File: config.mk
export PLATFORM = sky130hd
export DESIGN_NAME = page_run_rectangle_collector_flat
export DESIGN_NICKNAME = d
export VERILOG_FILES = /design/src/hw/rtl/prrc_pkg.sv /design/src/hw/rtl/prrc_chan_if.sv /design/src/hw/rtl/prrc_cfg_regs.sv /design/src/hw/rtl/prrc_div.sv /design/src/hw/rtl/page_run_rectangle_collector.sv /design/src/flat_wrapper.sv
export SDC_FILE = /design/constraint.sdc
export NUM_CORES = 1
export LEC_CHECK = 0
export BUFFER_PORTS_ARGS = -buffer_cell sky130_fd_sc_hd__buf_2
export CAP_MARGIN = 20
export CORE_UTILIZATION = 57
export CTS_BUF_LIST = sky130_fd_sc_hd__clkbuf_8
export DETAILED_ROUTE_END_ITERATION = 8
export PLACE_DENSITY = 0.8
export SYNTH_ARGS = -nofsm -noshare
export SYNTH_HDL_FRONTEND = slang
export SYNTH_HIERARCHICAL = 1
export SYNTH_SLANG_ARGS = --single-unit
File: constraint.sdc
create_clock -name clk -period 16.9 [get_ports clk]
set_clock_uncertainty 0.15 [all_clocks]
set_input_delay 3.38 -clock clk [delete_from_list [all_inputs] [get_ports clk]]
set_output_delay 3.38 -clock clk [all_outputs]
set_load 0.1 [all_outputs]
File: src/hw/rtl/prrc_pkg.sv
// ----------------------------------------------------------------------------
// Page run rectangle collector package
// Shared widths, register indexes, beat payload types and the register file
// view used by the collector and its submodules.
// ----------------------------------------------------------------------------
`default_nettype none

package prrc_pkg;

    // Widths of the page number, page column and configuration port.
    localparam int PAGE_W     = 9;
    localparam int COL_W      = 6;
    localparam int CFG_IDX_W  = 3;
    localparam int CFG_DATA_W = 60;
    localparam int COUNT_W    = 14;
    localparam int BLK_IDX_W  = 5;

    localparam logic [COUNT_W-1:0] COUNT_MAX = {COUNT_W{1'b1}};

    // Register indexes of the configuration port.
    localparam logic [CFG_IDX_W-1:0] REG_BASE_PAGE     = 3'd0;
    localparam logic [CFG_IDX_W-1:0] REG_PAGES_PER_ROW = 3'd1;
    localparam logic [CFG_IDX_W-1:0] REG_NARROW_CELLS  = 3'd2;
    localparam logic [CFG_IDX_W-1:0] REG_BLOCK_MASK    = 3'd3;
    localparam logic [CFG_IDX_W-1:0] REG_BLOCK_IDX_LO  = 3'd4;
    localparam logic [CFG_IDX_W-1:0] REG_BLOCK_IDX_MID = 3'd5;
    localparam logic [CFG_IDX_W-1:0] REG_BLOCK_IDX_HI  = 3'd6;

    typedef struct packed {
        logic [PAGE_W-1:0] base_page;
        logic [COL_W-1:0]  pages_per_row;
        logic              narrow_cells;
        logic [31:0]       keep_mask;
        logic [59:0]       block_index_low;
        logic [59:0]       block_index_mid;
        logic [39:0]       block_index_high;
    } cfg_t;

    typedef struct packed {
        logic [PAGE_W-1:0] page_index;
        logic              page_present;
        logic              last_item;
    } page_beat_t;

    typedef struct packed {
        logic               run_valid;
        logic [11:0]        run_x0;
        logic [15:0]        run_y0;
        logic [11:0]        run_x1;
        logic [15:0]        run_y1;
        logic               collection_done;
        logic [COUNT_W-1:0] run_total;
    } run_beat_t;

endpackage

`default_nettype wire

File: src/hw/rtl/prrc_chan_if.sv
// ----------------------------------------------------------------------------
// Page run rectangle collector channel
// Valid/ready channel carrying one payload per beat.
// ----------------------------------------------------------------------------
`default_nettype none

interface prrc_chan_if #(
    parameter type payload_t = logic
) ();

    logic     valid;
    logic     ready;
    payload_t payload;

    modport source (output valid, output payload, input ready);
    modport sink   (input valid, input payload, output ready);

endinterface

`default_nettype wire

File: src/hw/rtl/prrc_cfg_regs.sv
// ----------------------------------------------------------------------------
// Page run rectangle collector register file
// Write-only configuration registers with their reset values.
// ----------------------------------------------------------------------------
`default_nettype none

module prrc_cfg_regs
    import prrc_pkg::*;
(
    input  wire logic                  clk,
    input  wire logic                  rst_n,
    input  wire logic                  cfg_we,
    input  wire logic [CFG_IDX_W-1:0]  cfg_index,
    input  wire logic [CFG_DATA_W-1:0] cfg_wdata,
    output cfg_t                       cfg
);

    cfg_t cfg_reg;

    always_ff @(posedge clk or negedge rst_n) begin
        if (!rst_n)
        begin
            cfg_reg.base_page        <= '0;
            cfg_reg.pages_per_row    <= COL_W'(1);
            cfg_reg.narrow_cells     <= 1'b0;
            cfg_reg.keep_mask        <= '1;
            cfg_reg.block_index_low  <= '0;
            cfg_reg.block_index_mid  <= '0;
            cfg_reg.block_index_high <= '0;
        end
        else if (cfg_we)
        begin
            case (cfg_index)
                REG_BASE_PAGE:     cfg_reg.base_page        <= cfg_wdata[PAGE_W-1:0];
                REG_PAGES_PER_ROW: cfg_reg.pages_per_row    <= cfg_wdata[COL_W-1:0];
                REG_NARROW_CELLS:  cfg_reg.narrow_cells     <= cfg_wdata[0];
                REG_BLOCK_MASK:    cfg_reg.keep_mask        <= cfg_wdata[31:0];
                REG_BLOCK_IDX_LO:  cfg_reg.block_index_low  <= cfg_wdata[59:0];
                REG_BLOCK_IDX_MID: cfg_reg.block_index_mid  <= cfg_wdata[59:0];
                REG_BLOCK_IDX_HI:  cfg_reg.block_index_high <= cfg_wdata[39:0];
                default:           ;
            endcase
        end
    end

    assign cfg = cfg_reg;

endmodule

`default_nettype wire

File: src/hw/rtl/prrc_div.sv
// ----------------------------------------------------------------------------
// Page run rectangle collector divider
// Restoring divider, one quotient bit per cycle, page offset by page row width.
// ----------------------------------------------------------------------------
`default_nettype none

module prrc_div
    import prrc_pkg::*;
(
    input  wire logic              clk,
    input  wire logic              rst_n,
    input  wire logic              start,
    input  wire logic [PAGE_W-1:0] dividend,
    input  wire logic [COL_W-1:0]  divisor,
    output logic                   done,
    output logic [PAGE_W-1:0]      quotient,
    output logic [COL_W-1:0]       remainder
);

    localparam int CNT_W = $clog2(PAGE_W + 1);

    logic             busy_reg, busy_next;
    logic             done_reg, done_next;
    logic [CNT_W-1:0] cnt_reg, cnt_next;
    logic [PAGE_W-1:0] q_reg, q_next;
    logic [COL_W-1:0] acc_reg, acc_next;
    logic [COL_W-1:0] dvs_reg, dvs_next;
    logic [COL_W:0]   trial;
    logic             fits;

    always_comb begin
        trial     = {acc_reg, q_reg[PAGE_W-1]};
        fits      = trial >= {1'b0, dvs_reg};
        busy_next = busy_reg;
        done_next = 1'b0;
        cnt_next  = cnt_reg;
        q_next    = q_reg;
        acc_next  = acc_reg;
        dvs_next  = dvs_reg;
        if (start)
        begin
            busy_next = 1'b1;
            cnt_next  = CNT_W'(PAGE_W);
            q_next    = dividend;
            acc_next  = '0;
            dvs_next  = divisor;
        end
        else if (busy_reg)
        begin
            // The partial remainder stays below the divisor, so it fits COL_W bits.
            acc_next = fits ? COL_W'(trial - {1'b0, dvs_reg}) : trial[COL_W-1:0];
            q_next   = {q_reg[PAGE_W-2:0], fits};
            cnt_next = cnt_reg - CNT_W'(1);
            if (cnt_reg == CNT_W'(1))
            begin
                busy_next = 1'b0;
                done_next = 1'b1;
            end
        end
    end

    always_ff @(posedge clk or negedge rst_n) begin
        if (!rst_n)
        begin
            busy_reg <= 1'b0;
            done_reg <= 1'b0;
            cnt_reg  <= '0;
        end
        else
        begin
            busy_reg <= busy_next;
            done_reg <= done_next;
            cnt_reg  <= cnt_next;
        end
    end

    always_ff @(posedge clk) begin
        q_reg   <= q_next;
        acc_reg <= acc_next;
        dvs_reg <= dvs_next;
    end

    assign done      = done_reg;
    assign quotient  = q_reg;
    assign remainder = acc_reg;

endmodule

`default_nettype wire

File: src/hw/rtl/page_run_rectangle_collector.sv
// ----------------------------------------------------------------------------
// Page run rectangle collector
// Turns ascending set page numbers of a swizzled surface into pixel rectangles.
// ----------------------------------------------------------------------------
// Each page beat is accepted only while the sequencer is idle and is then
// worked on alone. A present page with a nonzero mask first goes through the
// restoring divider, which splits the page offset into row and column. With
// an all-ones block mask the page then merges into the open run or opens a
// new one. With a partial mask the sequencer walks the block grid one
// position per cycle while no rectangle emission stalls it, a closing column
// included. Each rectangle is held one beat in a staging register
// so that the final result of a set can carry the done flag and run total;
// an emission in which the staging and output registers are both full and
// the sink is not ready stalls the sequencer. The output register lets the
// next page beat be taken while the last result still waits on the sink.
// ----------------------------------------------------------------------------
`default_nettype none

module page_run_rectangle_collector
    import prrc_pkg::*;
(
    input  wire logic                  clk,
    input  wire logic                  rst_n,
    input  wire logic                  cfg_we,
    input  wire logic [CFG_IDX_W-1:0]  cfg_index,
    input  wire logic [CFG_DATA_W-1:0] cfg_wdata,
    prrc_chan_if.sink                  pages,
    prrc_chan_if.source                runs
);

    // Sequencer states.
    localparam logic [2:0] ST_IDLE   = 3'd0;
    localparam logic [2:0] ST_DIV    = 3'd1;
    localparam logic [2:0] ST_PAGE   = 3'd2;
    localparam logic [2:0] ST_SCAN   = 3'd3;
    localparam logic [2:0] ST_TAIL   = 3'd4;
    localparam logic [2:0] ST_FINISH = 3'd5;

    // Looks up the in-page block number of one grid position.
    function automatic logic [BLK_IDX_W-1:0] grid_block(input logic [4:0] pos,
                                                        input cfg_t c);
        logic [159:0] tbl;
        tbl = {c.block_index_high, c.block_index_mid, c.block_index_low};
        return tbl[{3'b000, pos} * 8'd5 +: BLK_IDX_W];
    endfunction

    cfg_t cfg;

    prrc_cfg_regs u_cfg_regs (
        .clk       (clk),
        .rst_n     (rst_n),
        .cfg_we    (cfg_we),
        .cfg_index (cfg_index),
        .cfg_wdata (cfg_wdata),
        .cfg       (cfg)
    );

    // Divider: the page offset from the base page wraps at the 512-page
    // surface size, which is exactly the 9-bit width of the page number.
    logic              div_start;
    logic              div_done;
    logic [PAGE_W-1:0] div_q;
    logic [COL_W-1:0]  div_r;
    logic [PAGE_W-1:0] page_rel;
    logic [COL_W-1:0]  ppr_eff;

    assign page_rel = pages.payload.page_index - cfg.base_page;
    // A zero row width is treated as one page per row.
    assign ppr_eff  = (cfg.pages_per_row == '0) ? COL_W'(1) : cfg.pages_per_row;

    prrc_div u_div (
        .clk       (clk),
        .rst_n     (rst_n),
        .start     (div_start),
        .dividend  (page_rel),
        .divisor   (ppr_eff),
        .done      (div_done),
        .quotient  (div_q),
        .remainder (div_r)
    );

    // Sequencer and run state.
    logic [2:0]         state_reg, state_next;
    logic               last_reg, last_next;
    logic               run_open_reg, run_open_next;
    logic [PAGE_W-1:0]  open_row_reg, open_row_next;
    logic [COL_W-1:0]   open_first_reg, open_first_next;
    logic [COL_W-1:0]   open_last_reg, open_last_next;
    logic [COUNT_W-1:0] count_reg, count_next;
    logic [2:0]         by_reg, by_next;
    logic [3:0]         bx_reg, bx_next;
    logic               in_span_reg, in_span_next;
    logic [2:0]         s0_reg, s0_next;

    // Staging and output registers.
    logic               hold_valid_reg, hold_valid_next;
    run_beat_t          hold_data_reg, hold_data_next;
    logic               out_valid_reg;
    run_beat_t          out_data_reg;
    logic               out_load;
    run_beat_t          out_load_data;
    logic               out_free;

    // Emission request from the sequencer.
    logic               emit_req;
    run_beat_t          emit_data;
    logic               emit_ok;

    // Geometry and datapath terms.
    logic               page_accept;
    logic               mask_full;
    logic               mask_zero;
    logic [3:0]         grid_cols;
    logic [2:0]         grid_last_row;
    logic [4:0]         grid_pos;
    logic               cell_set;
    logic               extends_run;
    logic               step_ok;
    logic [PAGE_W:0]    open_row_p1;
    logic [3:0]         by_p1;
    logic [11:0]        px0;
    logic [15:0]        py0;
    run_beat_t          flush_data;
    run_beat_t          span_data;

    assign page_accept   = pages.valid && pages.ready;
    assign pages.ready   = (state_reg == ST_IDLE);
    assign out_free      = !out_valid_reg || runs.ready;
    assign emit_ok       = !hold_valid_reg || out_free;
    assign mask_full     = (cfg.keep_mask == '1);
    assign mask_zero     = (cfg.keep_mask == '0);
    assign grid_cols     = cfg.narrow_cells ? 4'd4 : 4'd8;
    assign grid_last_row = cfg.narrow_cells ? 3'd7 : 3'd3;
    // Grid position is block row times the column count plus block column.
    assign grid_pos      = cfg.narrow_cells ? {by_reg, bx_reg[1:0]}
                                            : {by_reg[1:0], bx_reg[2:0]};
    // The closing column past the grid never holds a block, so any open span ends.
    assign cell_set      = (bx_reg != grid_cols) &&
                           cfg.keep_mask[grid_block(grid_pos, cfg)];
    assign extends_run   = run_open_reg && (div_q == open_row_reg) &&
                           ({1'b0, div_r} == ({1'b0, open_last_reg} + 7'd1));

    // The open run as a rectangle; pages are 64 pixels wide and 32 or 64 tall.
    assign open_row_p1   = {1'b0, open_row_reg} + 10'd1;
    always_comb begin
        flush_data                 = '0;
        flush_data.run_valid       = 1'b1;
        flush_data.run_x0          = {open_first_reg, 6'b000000};
        flush_data.run_x1          = 12'({{1'b0, open_last_reg} + 7'd1, 6'b000000});
        flush_data.run_y0          = cfg.narrow_cells ? 16'({open_row_reg, 6'b000000})
                                                      : 16'({open_row_reg, 5'b00000});
        flush_data.run_y1          = cfg.narrow_cells ? 16'({open_row_p1, 6'b000000})
                                                      : 16'({open_row_p1, 5'b00000});
    end

    // A span of blocks within the current block row; blocks are 8 or 16 wide.
    assign px0   = {div_r, 6'b000000};
    assign py0   = cfg.narrow_cells ? 16'({div_q, 6'b000000}) : 16'({div_q, 5'b00000});
    assign by_p1 = {1'b0, by_reg} + 4'd1;
    always_comb begin
        span_data           = '0;
        span_data.run_valid = 1'b1;
        span_data.run_x0    = px0 + (cfg.narrow_cells ? 12'({s0_reg, 4'b0000})
                                                      : 12'({s0_reg, 3'b000}));
        span_data.run_x1    = px0 + (cfg.narrow_cells ? 12'({bx_reg, 4'b0000})
                                                      : 12'({bx_reg, 3'b000}));
        span_data.run_y0    = py0 + 16'({by_reg, 3'b000});
        span_data.run_y1    = py0 + 16'({by_p1, 3'b000});
    end

    always_comb begin
        state_next      = state_reg;
        last_next       = last_reg;
        run_open_next   = run_open_reg;
        open_row_next   = open_row_reg;
        open_first_next = open_first_reg;
        open_last_next  = open_last_reg;
        count_next      = count_reg;
        by_next         = by_reg;
        bx_next         = bx_reg;
        in_span_next    = in_span_reg;
        s0_next         = s0_reg;
        hold_valid_next = hold_valid_reg;
        hold_data_next  = hold_data_reg;
        out_load        = 1'b0;
        out_load_data   = hold_data_reg;
        emit_req        = 1'b0;
        emit_data       = flush_data;
        div_start       = 1'b0;
        step_ok         = 1'b1;

        case (state_reg)
            ST_IDLE:
            begin
                if (page_accept)
                begin
                    last_next = pages.payload.last_item;
                    if (pages.payload.page_present && !mask_zero)
                    begin
                        div_start  = 1'b1;
                        state_next = ST_DIV;
                    end
                    else
                    begin
                        state_next = ST_TAIL;
                    end
                end
            end

            ST_DIV:
            begin
                if (div_done)
                begin
                    state_next = ST_PAGE;
                end
            end

            ST_PAGE:
            begin
                by_next      = '0;
                bx_next      = '0;
                in_span_next = 1'b0;
                if (mask_full && extends_run)
                begin
                    open_last_next = div_r;
                    state_next     = ST_TAIL;
                end
                else
                begin
                    // Any open run ends here; a partial-mask page never opens one.
                    if (run_open_reg)
                    begin
                        emit_req = 1'b1;
                        step_ok  = emit_ok;
                    end
                    if (step_ok)
                    begin
                        run_open_next   = mask_full;
                        open_row_next   = div_q;
                        open_first_next = div_r;
                        open_last_next  = div_r;
                        state_next      = mask_full ? ST_TAIL : ST_SCAN;
                    end
                end
            end

            ST_SCAN:
            begin
                if (!cell_set && in_span_reg)
                begin
                    emit_req  = 1'b1;
                    emit_data = span_data;
                    step_ok   = emit_ok;
                end
                if (step_ok)
                begin
                    if (cell_set && !in_span_reg)
                    begin
                        s0_next = bx_reg[2:0];
                    end
                    in_span_next = cell_set;
                    if (bx_reg == grid_cols)
                    begin
                        bx_next = '0;
                        by_next = 3'(by_p1);
                        if (by_reg == grid_last_row)
                        begin
                            state_next = ST_TAIL;
                        end
                    end
                    else
                    begin
                        bx_next = bx_reg + 4'd1;
                    end
                end
            end

            ST_TAIL:
            begin
                if (last_reg && run_open_reg)
                begin
                    emit_req = 1'b1;
                    step_ok  = emit_ok;
                end
                if (step_ok)
                begin
                    if (last_reg)
                    begin
                        run_open_next = 1'b0;
                    end
                    state_next = ST_FINISH;
                end
            end

            ST_FINISH:
            begin
                // The staged rectangle is the item's last result; on the final
                // item it carries the done flag and the total.
                if (hold_valid_reg || last_reg)
                begin
                    if (out_free)
                    begin
                        out_load = 1'b1;
                        if (!hold_valid_reg)
                        begin
                            out_load_data = '0;
                        end
                        out_load_data.collection_done = last_reg;
                        out_load_data.run_total       = last_reg ? count_reg : '0;
                        hold_valid_next = 1'b0;
                        if (last_reg)
                        begin
                            count_next = '0;
                        end
                        state_next = ST_IDLE;
                    end
                end
                else
                begin
                    state_next = ST_IDLE;
                end
            end

            default:
            begin
                state_next = ST_IDLE;
            end
        endcase

        // A new rectangle pushes the staged one on to the output register.
        if (emit_req && emit_ok)
        begin
            if (hold_valid_reg)
            begin
                out_load      = 1'b1;
                out_load_data = hold_data_reg;
            end
            hold_valid_next = 1'b1;
            hold_data_next  = emit_data;
            if (count_reg != COUNT_MAX)
            begin
                count_next = count_reg + COUNT_W'(1);
            end
        end
    end

    always_ff @(posedge clk or negedge rst_n) begin
        if (!rst_n)
        begin
            state_reg      <= ST_IDLE;
            last_reg       <= 1'b0;
            run_open_reg   <= 1'b0;
            count_reg      <= '0;
            in_span_reg    <= 1'b0;
            hold_valid_reg <= 1'b0;
            out_valid_reg  <= 1'b0;
            open_row_reg   <= '0;
            open_first_reg <= '0;
            open_last_reg  <= '0;
        end
        else
        begin
            state_reg      <= state_next;
            last_reg       <= last_next;
            run_open_reg   <= run_open_next;
            count_reg      <= count_next;
            in_span_reg    <= in_span_next;
            hold_valid_reg <= hold_valid_next;
            open_row_reg   <= open_row_next;
            open_first_reg <= open_first_next;
            open_last_reg  <= open_last_next;
            if (out_load)
            begin
                out_valid_reg <= 1'b1;
            end
            else if (runs.ready)
            begin
                out_valid_reg <= 1'b0;
            end
        end
    end

    always_ff @(posedge clk) begin
        by_reg        <= by_next;
        bx_reg        <= bx_next;
        s0_reg        <= s0_next;
        hold_data_reg <= hold_data_next;
        if (out_load)
        begin
            out_data_reg <= out_load_data;
        end
    end

    assign runs.valid   = out_valid_reg;
    assign runs.payload = out_data_reg;

    // The staging register is always drained before a new page beat is taken.
    a_idle_hold_empty: assert property (@(posedge clk) disable iff (!rst_n)
        (state_reg == ST_IDLE) |-> !hold_valid_reg)
        else $error("staged rectangle left behind at idle");

    // A result without a rectangle only ever closes a set.
    a_empty_is_final: assert property (@(posedge clk) disable iff (!rst_n)
        (runs.valid && !runs.payload.run_valid) |-> runs.payload.collection_done)
        else $error("empty result that does not close the set");

    // The divider only finishes while the sequencer waits on it.
    a_div_done_in_div: assert property (@(posedge clk) disable iff (!rst_n)
        div_done |-> (state_reg == ST_DIV))
        else $error("divider finished outside its wait state");

    // The block grid scan never runs with a whole-page run still open.
    a_scan_no_open_run: assert property (@(posedge clk) disable iff (!rst_n)
        (state_reg == ST_SCAN) |-> !run_open_reg)
        else $error("grid scan with an open whole-page run");

endmodule

`default_nettype wire

File: src/flat_wrapper.sv
// flat-port wrapper written by rule: the top's interface ports become plain ports
module page_run_rectangle_collector_flat import prrc_pkg::*;
  (clk, rst_n, cfg_we, cfg_index, cfg_wdata, pages_valid, pages_payload, pages_ready, runs_valid, runs_payload, runs_ready);
  prrc_chan_if #(.payload_t(page_beat_t)) pages_i ();
  prrc_chan_if #(.payload_t(run_beat_t)) runs_i ();
  input  wire logic clk;
  input  wire logic rst_n;
  input  wire logic cfg_we;
  input  wire logic [CFG_IDX_W-1:0] cfg_index;
  input  wire logic [CFG_DATA_W-1:0] cfg_wdata;
  input wire logic [$bits(pages_i.valid)-1:0] pages_valid;
  input wire logic [$bits(pages_i.payload)-1:0] pages_payload;
  output wire logic [$bits(pages_i.ready)-1:0] pages_ready;
  output wire logic [$bits(runs_i.valid)-1:0] runs_valid;
  output wire logic [$bits(runs_i.payload)-1:0] runs_payload;
  input wire logic [$bits(runs_i.ready)-1:0] runs_ready;
  assign pages_i.valid = pages_valid;
  assign pages_i.payload = pages_payload;
  assign pages_ready = pages_i.ready;
  assign runs_valid = runs_i.valid;
  assign runs_payload = runs_i.payload;
  assign runs_i.ready = runs_ready;
  page_run_rectangle_collector u_core (.clk(clk), .rst_n(rst_n), .cfg_we(cfg_we), .cfg_index(cfg_index), .cfg_wdata(cfg_wdata), .pages(pages_i), .runs(runs_i));
endmodule
# After elaboration in Yosys (flattened, before gate mapping)
# Cells that the tools add are included.
# word_totals
inputBits,79
word_cells,226
ff_bits,432
out_inout_bits,74
# classes
n_addsub,12
eq_ne,30
n_mul,1
n_bitwise,1
n_mux,90
shift,1
magnitude_cmp,2
n_reduce_logical,47
# op_table
operator,count
$mux 72,6
$shiftx 160x9->5,1
$mux 71,2
$mux 14,7
$mux 3,15
$mux 1,37
$eq 32x32->1 const B,1
$logic_not 32->1,1
$mux 15,2
$reduce_and 2->1,11
$mux 4,5
$mux 6,3
$mux 9,2
$pmux 3 s6,1
$add 16x6->16,1
$add 16x7->16,1
$mux 16,1
$reduce_bool 2->1,8
$eq 3x3->1 const B,5
$add 14x1->14 const B,1
$ne 14x14->1 const B,1
$add 12x7->12,1
$add 12x8->12,1
$eq 3x2->1 const B,4
38 further kinds,66

# Longest topological paths before layout
# depth
word_depth,13
depth_mapped,18

# Hierarchy
# The synthesis kept the hierarchy.
# modules_own_cells
module,area_per_inst_um2,cells_each,instances
page_run_rectangle_collector,10375.0,910,1
prrc_cfg_regs,7841.3,445,1
prrc_div,1421.4,123,1

# Worst setup path after synthesis
# OpenSTA, ideal clock, no wires.
# synth_path
kind,input -> register
from,in runs_ready
to,reg u_core.out_data_reg (netlist bit u_core/runs.payload[0]) (enable)
setup_slack_ps,9369
path_buffers,2
t_arrival_ps,6962
path_stages,9
cell_sequence,nor2b_1 and2_1 clkbuf_1 a21oi_1 a21oi_4 inv_2 clkbuf_1 nand2_1 nand2_1
# synth_via
elab_chain_len,6
word_cells_on_any_way,8
# synth_lines
item,line,text
from (decl),flat_wrapper.sv:16,input wire logic [$bits(runs_i.ready)-1:0] runs_ready;
$logic_or 1x1->1 (*),page_run_rectangle_collector.sv:128,assign out_free = !out_valid_reg || runs.ready;
$mux 1,page_run_rectangle_collector.sv:301,if (out_free)
$mux 1,page_run_rectangle_collector.sv:299,if (hold_valid_reg || last_reg)
$mux 1,page_run_rectangle_collector.sv:192,case (state_reg)
$mux 1,page_run_rectangle_collector.sv:333,if (hold_valid_reg)
$mux 1 (*),page_run_rectangle_collector.sv:331,if (emit_req && emit_ok)
via u_core.out_load,page_run_rectangle_collector.sv:100,logic out_load;
to (signal assigned),page_run_rectangle_collector.sv:390,out_data_reg <= out_load_data;
to (decl),page_run_rectangle_collector.sv:99,run_beat_t out_data_reg;
# Mark *: on every way through the listed nets, which the timed path passes. The rest lies on a longest branch.
# A chain may end at the register's enable or synchronous reset.

# Worst setup path after layout
# layout_path
from,reg u_core.state_reg[0]
to,out pages_ready
# layout_via
elab_chain_len,1
# layout_lines
item,line,text
from (decl),page_run_rectangle_collector.sv:83,"logic [2:0] state_reg, state_next;"
from (signal assigned),page_run_rectangle_collector.sv:363,state_reg <= state_next;
$logic_not 3->1,page_run_rectangle_collector.sv:127,assign pages.ready = (state_reg == ST_IDLE);
to (decl),flat_wrapper.sv:13,output wire logic [$bits(pages_i.ready)-1:0] pages_ready;
# Every way passes these cells.

==> impl_metrics.csv <==
group,metric,value,unit
critical_path,worst_ep_required_time,13.37,ns
drt,total_wirelength_of_the_detailed_routed_design,39.2,mm
global_route,grt_residual_overflow,0,
pwr,clock_power_share,23.3,%
synth,synth-edff-count,129,
synth,yosysWarningCount,6,
global_route,grt_pass1_vias,12600,
synth,seq_area_frac_synth,53.3,%
floorplanning,height_of_the_chip,188,µm
flow_run,maxCapViolations,0,
critical_path,critPathLaunch,"u_core/state_reg[0]",
cts,holdBufCountCts,0,
final_layout,fin_cells,2125,
floorplanning,die_width,188,µm
cts,post_cts.repair.setup_buffers,0,
global_route,globalRouteTotalUtil,22.8,%
global_route,antenna_found_initial,3,
critical_path,cp.depth,2,
min_path,destination_of_the_worst_hold_path,"u_core/u_div/dvs_reg[1]",
placement,port-buffer-count,140,
global_route,grt_start_max_net_pins,117,
pwr,power.density,160,nW/µm²
synth,synth_area_per_cell,13.3,µm²
cts,cts_made_buffers,66,
synth,ys_async_sr_fraction,65.6,%
critical_path,worst-r2r-setup-slack,11.78,ns
critical_path,timing.critical_path.cells,"nor3_1 > buf_2",
pwr,internal_power,2220,µW
cts,cts_repair_resize_count,0,
drt,wl_per_cell,18.4,µm
cts,clk_transition_reported_paths,0.06,ns
final_layout,drive_gt1_share,31.9,%
cts,htreeDepth,3,
critical_path,critical_path.max_stage_delay,0.58,ns
final_layout,finish.net_count,1736,
critical_path,crit_fanout,18,
synth,synth_top_area_share,28.5,%
drt,drt_pre_antenna_iters,5,
pwr,sum_of_internal_switching_and_leakage_power,3510,µW
final_layout,final_common_cell,"sky130_fd_sc_hd__dfrtp_1",
final_layout,leading_cell_types_in_the_layout_fill_and_taps_excluded,"sky130_fd_sc_hd__dfrtp_1 (223), sky130_fd_sc_hd__mux2_2 (191), sky130_fd_sc_hd__buf_2 (139)",
timing,finalMaxSlewViolations,0,
critical_path,worst_path_slowest_cell,"sky130_fd_sc_hd__dfrtp_1",
critical_path,cp_data_arrival_time,1.97,ns
timing,summed_negative_setup_slack_over_all_endpoints,0,ns
final_layout,final_util,64.9,%
min_path,holdCritPathClass,"reg -> reg",
floorplanning,ios,153,
synth,syn-instance-count,1478,
timing,rsz0062_at_grt,"no",
timing,min_period_over_period,32.6,%
pwr,power_frac_comb,35.2,%
floorplanning,floorplan.die_area,35200,µm²
min_path,worst_hold_path.num_cells,0,
min_path,worstHoldStart,"u_core/u_cfg_regs/cfg[194]",
synth,dominantRegCellSynth,"sky130_fd_sc_hd__dfrtp_1",
final_layout,largest_register_ff_count,208,
synth,synthesis.area,19600,µm²
cts,clock_network_latency_to_the_later_pin_of_the_worst_skew_pair,0.59,ns
synth,synth.top_cells.by_area,"sky130_fd_sc_hd__dfrtp_1 (29%), sky130_fd_sc_hd__edfxtp_1 (20%), sky130_fd_sc_hd__mux2_2 (11%)",
floorplanning,fp-row-count,67,
timing,maxSlewHeadroom,30.1,%
pwr,vdd.ir_drop.worst,0.0864,mV
floorplanning,core-area,33700,µm²
drt,detailedRoute.firstIterationViolations,784,
critical_path,crit-reg2reg-capture,"u_core/runs.payload[65]",
drt,drt.antenna.violating_nets,0,
floorplanning,initial_core_utilization,58.3,%
critical_path,setup.worst_path.end_class,"output port",
critical_path,worstReg2RegStart,"u_core/bx_reg[0]",
critical_path,cp_top_family,"flip-flops",
critical_path,critical_path_class,"reg -> out",
final_layout,layout-area-overhead-vs-synth,11.3,%
cts,clock_sinks,392,
cts,cts_tree,"done",
synth,synth_seq_cells,392,
pwr,total_leakage_power,0.00924,µW
drt,post-route-drc-count,0,
timing,setup_violations,0,
cts,cts.path.max_buffers,3,
global_route,wire_length_of_the_first_global_routing_pass,64.2,mm
cts,root_buffer_selected_by_cts,"sky130_fd_sc_hd__clkbuf_8",
critical_path,crit_buf_inv,1,
pwr,pwr-share-seq,41.6,%
drt,viasPerCell,5.72,
pwr,sw_frac_of_total,36.7,%
critical_path,cp-start-kind,"flop",
synth,yosys.cell_types.count,77,
placement,gp_routability_congestion,0.862,
placement,hpwl,26.9,mm
drt,vias,12100,
timing,timing_hold_violations_final,0,
synth,synth.largest_area_cell,"sky130_fd_sc_hd__dfrtp_1",
placement,dp_cells,1998,
run_status,outcome,"finished clean",
timing,period_minus_slack,5.50,ns
timing,worstMarginPinSlew,1.04,ns
critical_path,worst_r2r_path_depth,14,
timing,max_clock_freq,182,MHz
pwr,power.switching,1290,µW
[synth_stat cells, types with 15 or more instances]
cell type                  count
sky130_fd_sc_hd__nor2b_1      53
sky130_fd_sc_hd__dfrtp_1     224
sky130_fd_sc_hd__and2_1       17
sky130_fd_sc_hd__xnor2_1      30
sky130_fd_sc_hd__mux2_1       60
sky130_fd_sc_hd__ha_1         32
sky130_fd_sc_hd__nand2b_1     15
sky130_fd_sc_hd__mux2i_1      82
sky130_fd_sc_hd__mux4_2       40
sky130_fd_sc_hd__xor2_1       34
sky130_fd_sc_hd__nand4_1      20
sky130_fd_sc_hd__clkbuf_1     37
sky130_fd_sc_hd__a21oi_1      22
sky130_fd_sc_hd__nand3_1      29
sky130_fd_sc_hd__and3_1       20
sky130_fd_sc_hd__buf_2        22
sky130_fd_sc_hd__inv_1        43
sky130_fd_sc_hd__edfxtp_1    129
sky130_fd_sc_hd__buf_4        18
sky130_fd_sc_hd__nand2_1      75
sky130_fd_sc_hd__nor2_1       57
sky130_fd_sc_hd__dfstp_2      33
sky130_fd_sc_hd__o21ai_0      33
sky130_fd_sc_hd__mux2_2      191
[cells by family (layout without fill, tap and decap cells)]
group,Yosys count,in the layout,synth area share (%)
DFF,392,392,53.3
muxes,378,378,23.5
and+or+nand+nor,351,351,9.74
buffers and inverters,139,325,3.82
AOI/OAI and AO/OA,114,114,3.94
xor gates and xnor gates,67,67,3.20
adders and majority gates,36,36,2.45
other,1,14,0.0191
[per-stage QoR]
step	hold WS (ns)	area, µm²	setup WS, ns
after floorplan	0.299	19700	9.37
after global placement	0.304	20500	10.66
after detailed placement	0.306	20500	10.56
after CTS	0.321	21800	11.05
after global routing	0.336	21900	11.31
final	0.317	21900	11.40
[power by group through the flow]
stage          sequential, µW  combinational, µW  clock (µW)
2_1_floorplan            1520                909           0
3_3_place_gp             1450               1190           0
3_5_place_dp             1470               1230           0
4_1_cts                  1450               1230         839
5_1_grt                  1490               1340         882
6_report                 1460               1230         816
[per-layer routing]
layer / vias to the layer above / part of all wire (%) / track usage, %
li1: 5667 / - / -
met1: 6079 / 43 / 29.8
met2: 328 / 51 / 39.3
met3: 70 / 4.4 / 3.63
met4: 4 / 2.0 / 6.97
met5: - / 0.054 / 0
[worst register-to-register path, stage by stage (launching register included)]
cell and delay, ns:
sky130_fd_sc_hd__edfxtp_1 0.33, sky130_fd_sc_hd__buf_4 0.68, sky130_fd_sc_hd__mux4_2 0.66, sky130_fd_sc_hd__mux2i_1 0.22
sky130_fd_sc_hd__mux2i_1 0.19, sky130_fd_sc_hd__nand2b_1 0.17, sky130_fd_sc_hd__o21ai_0 0.46, sky130_fd_sc_hd__a222oi_1 0.16
sky130_fd_sc_hd__nand4b_1 0.13, sky130_fd_sc_hd__and4_1 0.44, sky130_fd_sc_hd__a21oi_4 0.15, sky130_fd_sc_hd__inv_2 0.24
sky130_fd_sc_hd__nand2_1 0.10, sky130_fd_sc_hd__nand2_2 0.06, sky130_fd_sc_hd__buf_4 0.53
[cell type report]
class | count | area, µm²
inverter | 44 | 165
sequential | 392 | 10500
clock buffer | 77 | 1060
antenna | 2 | 5.00
clock inverter | 45 | 248
fill | 2550 | 11800
multi-input combinational | 958 | 8490
tap | 448 | 561
timing repair buffer | 159 | 870
[worst max path at each step]
stage	end	slack, ns
6_report	pages_ready	11.40
3_3_place_gp	u_core/runs.payload[65]	10.66
3_5_place_dp	u_core/runs.payload[67]	10.56
4_1_cts	u_core/runs.payload[38]	11.05
2_1_floorplan	u_core/runs.payload[0]	9.37
5_1_grt	pages_ready	11.31
No activity file was read; power rests on OpenSTA's default activity.
